===== config.mk =====
export PLATFORM = sky130hd
export DESIGN_NAME = lfkj_cordic
export DESIGN_NICKNAME = d
export VERILOG_FILES = /design/src/rtl/core/leg_forward_kinematics_jacobian_defines.svh /design/src/rtl/core/lfkj_pkg.sv /design/src/rtl/core/lfkj_cordic.sv
export SDC_FILE = /design/constraint.sdc
export NUM_CORES = 2
export LEC_CHECK = 0
export BUFFER_PORTS_ARGS = -buffer_cell sky130_fd_sc_hd__buf_2
export CAP_MARGIN = 20
export CORE_ASPECT_RATIO = 1.4
export CORE_MARGIN = 3
export CORE_UTILIZATION = 35
export DETAILED_ROUTE_END_ITERATION = 8
export PLACE_DENSITY_LB_ADDON = 0.1
export RECOVER_POWER = 50
export SYNTH_ARGS = -nofsm -noshare
export SYNTH_HDL_FRONTEND = slang
export SYNTH_SLANG_ARGS = --single-unit

===== constraint.sdc =====
create_clock -name clk -period 6.71 [get_ports clk]
set_input_delay 0.3355 -clock clk [delete_from_list [all_inputs] [get_ports clk]]
set_output_delay 0.3355 -clock clk [all_outputs]
set_load 0.005 [all_outputs]

===== src/rtl/core/leg_forward_kinematics_jacobian_defines.svh =====
// Assertion macros for the leg kinematics block.
// Used by rtl/core modules that carry checks; no other dependencies.
`ifndef LEG_FORWARD_KINEMATICS_JACOBIAN_DEFINES_SVH
`define LEG_FORWARD_KINEMATICS_JACOBIAN_DEFINES_SVH

// Implication checked in the next cycle
`define LFKJ_ASSERT_NEXT(label, clk, rst_n, a, c, msg) \
    label: assert property (@(posedge clk) disable iff (!rst_n) (a) |=> (c)) else $error(msg);

// Implication checked in the same cycle
`define LFKJ_ASSERT_NOW(label, clk, rst_n, a, c, msg) \
    label: assert property (@(posedge clk) disable iff (!rst_n) (a) |-> (c)) else $error(msg);

`endif


===== src/rtl/core/lfkj_pkg.sv =====
// Shared types and constants for the leg kinematics pipeline.
// No dependencies.
package lfkj_pkg;

    localparam int CordicSteps = 16;
    localparam int TrigLat     = CordicSteps + 2;
    localparam int KinLat      = 6;

    localparam logic signed [20:0] AngPi     = 21'sd205887;
    localparam logic signed [20:0] AngHalfPi = 21'sd102944;
    localparam logic signed [33:0] CordicGain = 34'sd652032874;

    // Register indexes
    localparam logic [2:0] RegBaseHeight  = 3'd0;
    localparam logic [2:0] RegUpperOffset = 3'd1;
    localparam logic [2:0] RegSideOffset  = 3'd2;
    localparam logic [2:0] RegThighLength = 3'd3;
    localparam logic [2:0] RegShankLength = 3'd4;

    typedef struct packed {
        logic signed [15:0] hip_angle;
        logic signed [15:0] pitch_angle;
        logic signed [15:0] knee_angle;
    } in_beat_t;

    typedef struct packed {
        logic signed [23:0] foot_x;
        logic signed [23:0] foot_y;
        logic signed [23:0] foot_z;
        logic signed [23:0] jac_r1c1;
        logic signed [23:0] jac_r1c2;
        logic signed [23:0] jac_r1c3;
        logic signed [23:0] jac_r2c1;
        logic signed [23:0] jac_r2c2;
        logic signed [23:0] jac_r2c3;
        logic signed [23:0] jac_r3c2;
        logic signed [23:0] jac_r3c3;
    } out_beat_t;

    typedef struct packed {
        logic signed [15:0] sn;
        logic signed [15:0] cs;
    } trig_t;

    typedef struct packed {
        logic signed [19:0] base_height;
        logic signed [19:0] upper_offset;
        logic signed [19:0] side_offset;
        logic signed [19:0] thigh_length;
        logic signed [19:0] shank_length;
    } geom_t;

    // Arctangent of 2^-i in units of 2^-16 rad
    function automatic logic signed [20:0] atan_step(input logic [3:0] i);
        logic signed [20:0] r;
        unique case (i)
            4'd0:  r = 21'sd51472;
            4'd1:  r = 21'sd30386;
            4'd2:  r = 21'sd16055;
            4'd3:  r = 21'sd8150;
            4'd4:  r = 21'sd4091;
            4'd5:  r = 21'sd2047;
            4'd6:  r = 21'sd1024;
            4'd7:  r = 21'sd512;
            4'd8:  r = 21'sd256;
            4'd9:  r = 21'sd128;
            4'd10: r = 21'sd64;
            4'd11: r = 21'sd32;
            4'd12: r = 21'sd16;
            4'd13: r = 21'sd8;
            4'd14: r = 21'sd4;
            default: r = 21'sd2;
        endcase
        return r;
    endfunction

endpackage


===== src/rtl/core/lfkj_cordic.sv =====
// Pipelined rotation CORDIC: sine and cosine of one Q2.13 angle in Q1.15.
// Depends on lfkj_pkg.
module lfkj_cordic (
    input  logic                clk,
    input  logic                en,
    input  logic signed [15:0]  ang,
    output lfkj_pkg::trig_t     trig
);
    import lfkj_pkg::*;

    logic signed [33:0] x_reg [0:CordicSteps];
    logic signed [33:0] y_reg [0:CordicSteps];
    logic signed [20:0] z_reg [0:CordicSteps];
    logic               flip_reg [0:CordicSteps];
    trig_t              trig_reg;

    logic signed [20:0] z_in;
    logic signed [20:0] z_next;
    logic               flip_next;

    // Fold the angle into plus or minus pi/2
    always_comb
    begin
        z_in = 21'(ang) <<< 3;
        z_next = z_in;
        flip_next = 1'b0;
        if (z_in > AngHalfPi)
        begin
            z_next = z_in - AngPi;
            flip_next = 1'b1;
        end
        else if (z_in < -AngHalfPi)
        begin
            z_next = z_in + AngPi;
            flip_next = 1'b1;
        end
    end

    always_ff @(posedge clk)
    begin
        if (en)
        begin
            x_reg[0]    <= CordicGain;
            y_reg[0]    <= '0;
            z_reg[0]    <= z_next;
            flip_reg[0] <= flip_next;
        end
    end

    // One micro-rotation per stage
    for (genvar i = 0; i < CordicSteps; i++)
    begin : g_step
        logic signed [33:0] dx;
        logic signed [33:0] dy;
        assign dx = y_reg[i] >>> i;
        assign dy = x_reg[i] >>> i;
        always_ff @(posedge clk)
        begin
            if (en)
            begin
                flip_reg[i+1] <= flip_reg[i];
                if (!z_reg[i][20])
                begin
                    x_reg[i+1] <= x_reg[i] - dx;
                    y_reg[i+1] <= y_reg[i] + dy;
                    z_reg[i+1] <= z_reg[i] - atan_step(4'(i));
                end
                else
                begin
                    x_reg[i+1] <= x_reg[i] + dx;
                    y_reg[i+1] <= y_reg[i] - dy;
                    z_reg[i+1] <= z_reg[i] + atan_step(4'(i));
                end
            end
        end
    end

    // Undo the fold, round to Q15 and clamp
    logic signed [33:0] xf, yf, xr, yr;
    trig_t              trig_next;

    always_comb
    begin
        xf = flip_reg[CordicSteps] ? -x_reg[CordicSteps] : x_reg[CordicSteps];
        yf = flip_reg[CordicSteps] ? -y_reg[CordicSteps] : y_reg[CordicSteps];
        xr = (xf + 34'sd16384) >>> 15;
        yr = (yf + 34'sd16384) >>> 15;
        if (xr > 34'sd32767)
            trig_next.cs = 16'sd32767;
        else if (xr < -34'sd32768)
            trig_next.cs = -16'sd32768;
        else
            trig_next.cs = 16'(xr);
        if (yr > 34'sd32767)
            trig_next.sn = 16'sd32767;
        else if (yr < -34'sd32768)
            trig_next.sn = -16'sd32768;
        else
            trig_next.sn = 16'(yr);
    end

    always_ff @(posedge clk)
    begin
        if (en)
            trig_reg <= trig_next;
    end

    assign trig = trig_reg;

endmodule


==> impl_results.md <==
- Final Max Slew Viols: 1272
- Clock sinks: between 1000 and 1500
- Mapped Avg Cell Area: 9.70 µm²
- Clk Latency, worst-skew pair: 0.85 ns
- Vias in the first global route: 87104
- Largest register FFs: between 500 and 600
- Crit Path Category: input port to flip-flop
- Post-DP HPWL: 269 mm
- Yosys top cell area share: 0.362
- Core area: 314000 µm²
- Crit Path Max Fanout: between 40 and 50
- Post-synth top cells: edfxtp_1, ha_1, xnor2_1, a21oi_1, nor2_1
- Slew HR: -1.65
- Worst setup EP type: flip-flop
- TritonCTS buffer count: 166
- Drc violations: 0
- Die Ht: about 670 µm
- Syn_nets: approximately 13000
- Synth Flop Type: edfxtp_1
- ANT nets after route: 0
- Vias per Instance: ~5.5
- Std cell rows: 243
- Clock Tree Root: clkbuf_16
- Post-synthesis sequential area ratio: 0.362
- Final setup fails: 0
- Total GRT Usage: 0.201
- CTS H-Tree Depth: 4
- Register area: approximately 40000 µm²
- FF+latch count, synth: about 1300
- CTS tree: yes
- Largest net degree at the start of global routing: ~170
- Num ports: 50
- Die Wd: approximately 480 µm
- Worst EP arrival: 6.83 ns
- HP Class: input port to flip-flop
- 1st-iter DRT viols: 4496
- RSZ-0062 raised after global routing: false
- Post-synth EDFFs: between 1000 and 1500
- Number of distinct library cells after synthesis: 105
- CP Launch Type: input port
- Final nets: around 13000
- Max Fclk: ~160 MHz
- Setup TNS: 0 ns
- Post-CTS sizing: 0
- Most frequent cell after synthesis: edfxtp_1
- Layout cells sized above 1: 0.0410
- Min Tclk post-route: ~6.2 ns
- GRT overflow: 0
- P&R area growth vs syn: 9.57%
- Starting Density: 0.353
- Postcts setup bufs: 0
- Yosys warns: 0
- Area of the multi-input gates: about 68000 µm²
- Gp weighted congestion: 0.910
- # fillers: 31060
- Least-Margin Pin Slew: a little under 4 ns
- Initial antenna violation count: 5
- MaxCap Viol Count: 22
- IO Port Bufs: 49
- Largest area contributor in the netlist: edfxtp_1
- Status: complete, but fails checks
- Post-Syn Instances: 11434
- Avg WL per Cell: about 21 µm
- DR pass1 iterations: 8
- Cell area after synthesis: roughly 110000 µm²
- Die area: between 300000 and 400000 µm²
- Synth area leaders: edfxtp_1, ha_1, xnor2_1, a21oi_1, xor2_1
- Fin crit share: 0.928
- Failing checks: capacitance limit, slew limit
- Final wirelength: approximately 330 mm
- CTS clk-pin slew, worst paths: approximately 0.060 ns
- Worst clock skew: a little over 0.07 ns
- Post-synth ARST share: 0
- Via count: 86557
- First-pass GRT wire length: approximately 510 mm
- Final Hold Viols: 0
- Clock Tree Buf Depth: 4
- WP data required: 7.32 ns
[cell type report]
type                    count  area share
diodes                     12    0.000247
clock buffers             192      0.0353
clock inverters            96     0.00756
inverters                 455      0.0141
multi-input cells        9428       0.561
flip-flops and latches   1338       0.331
well taps                4165      0.0429
repair buffers            165     0.00809
[worst paths after layout]
check,from,to,slack (ns),cells after the start
worst max register to register,z_reg[13][20]$_DFFE_PP_,y_reg[14][33]$_DFFE_PP_,0.56,16
worst min register to register,flip_reg[0][5]$_DFFE_PP_,flip_reg[0][6]$_DFFE_PP_,0.39,0
worst min-delay path,ang[15],z_reg[0][18]$_DFFE_PP_,0.09,4
worst max-delay path,en,y_reg[14][33]$_DFFE_PP_,0.48,18
[cells by family (layout without fill, tap and decap cells)]
family                     Yosys count  after routing  synth area share
AOI/OAI and AO/OA                 3394           3394             0.194
xor gates and xnor gates          1760           1760             0.139
adders and majority gates         1231           1231             0.142
buffers and inverters              668            908            0.0230
DFF                               1338           1338             0.362
muxes                              101            101           0.00956
other                                0             12                 0
and+or+nand+nor                   2942           2942             0.130
[layout by cell type, fill, tap and decap left out, types with 179 or more instances in the layout]
cell type  instances
inv_1            448
a21o_1           440
xor2_1           584
ha_1            1186
nand2b_1         179
a21oi_1         1156
o21ai_0          647
edfxtp_1        1338
nor3_1           291
xnor2_1         1173
nand2_1          632
nor2_1           875
nand3_1          214
[per-stage QoR]
stage	worst slack, ns	hold slack (ns)	utilization	cells	cell area, µm²
2_1_floorplan	1.38	0.400	-	11434	111000
3_3_place_gp	0.498	0.402	0.370	15532	116000
3_5_place_dp	0.604	0.405	0.370	15533	116000
4_1_cts	0.598	0.0139	0.387	15839	122000
5_1_grt	0.233	0.110	0.387	15851	121000
6_report	0.484	0.0937	0.387	15851	121000
[layer usage]
| metal | GRT usage | vias up | share of wire |
|---|---|---|---|
| met1 | 0.197 | 41529 | 0.35 |
| met5 | 0 | - | 0 |
| met2 | 0.408 | 1568 | 0.56 |
| li1 | - | 42780 | - |
| met3 | 0.0181 | 680 | 0.025 |
| met4 | 0.105 | 0 | 0.059 |
[worst max-delay path, stage by stage]
cell           delay (ns)
dlygate4sd3_1        0.58
buf_12               0.25
and2_0               0.20
clkbuf_1             1.50
nor2_1               0.12
xnor2_1              0.47
ha_1                 0.32
o21a_1               0.13
o31a_1               0.19
nor3_1               0.08
o32ai_1              0.75
a21oi_1              0.38
o41ai_1              0.58
o21a_1               0.31
a211o_1              0.19
nor3_1               0.06
a21oi_1              0.14
xnor2_1              0.09
[timing repair]
item                                    in CTS  in global routing
endpoints found under the setup margin       0                  0
hold buffers                                18                  0
endpoints found under the hold margin       29                  0
Power is not shown: default switching activity piles up to over one toggle a cycle in this logic, so the estimate is an artifact.
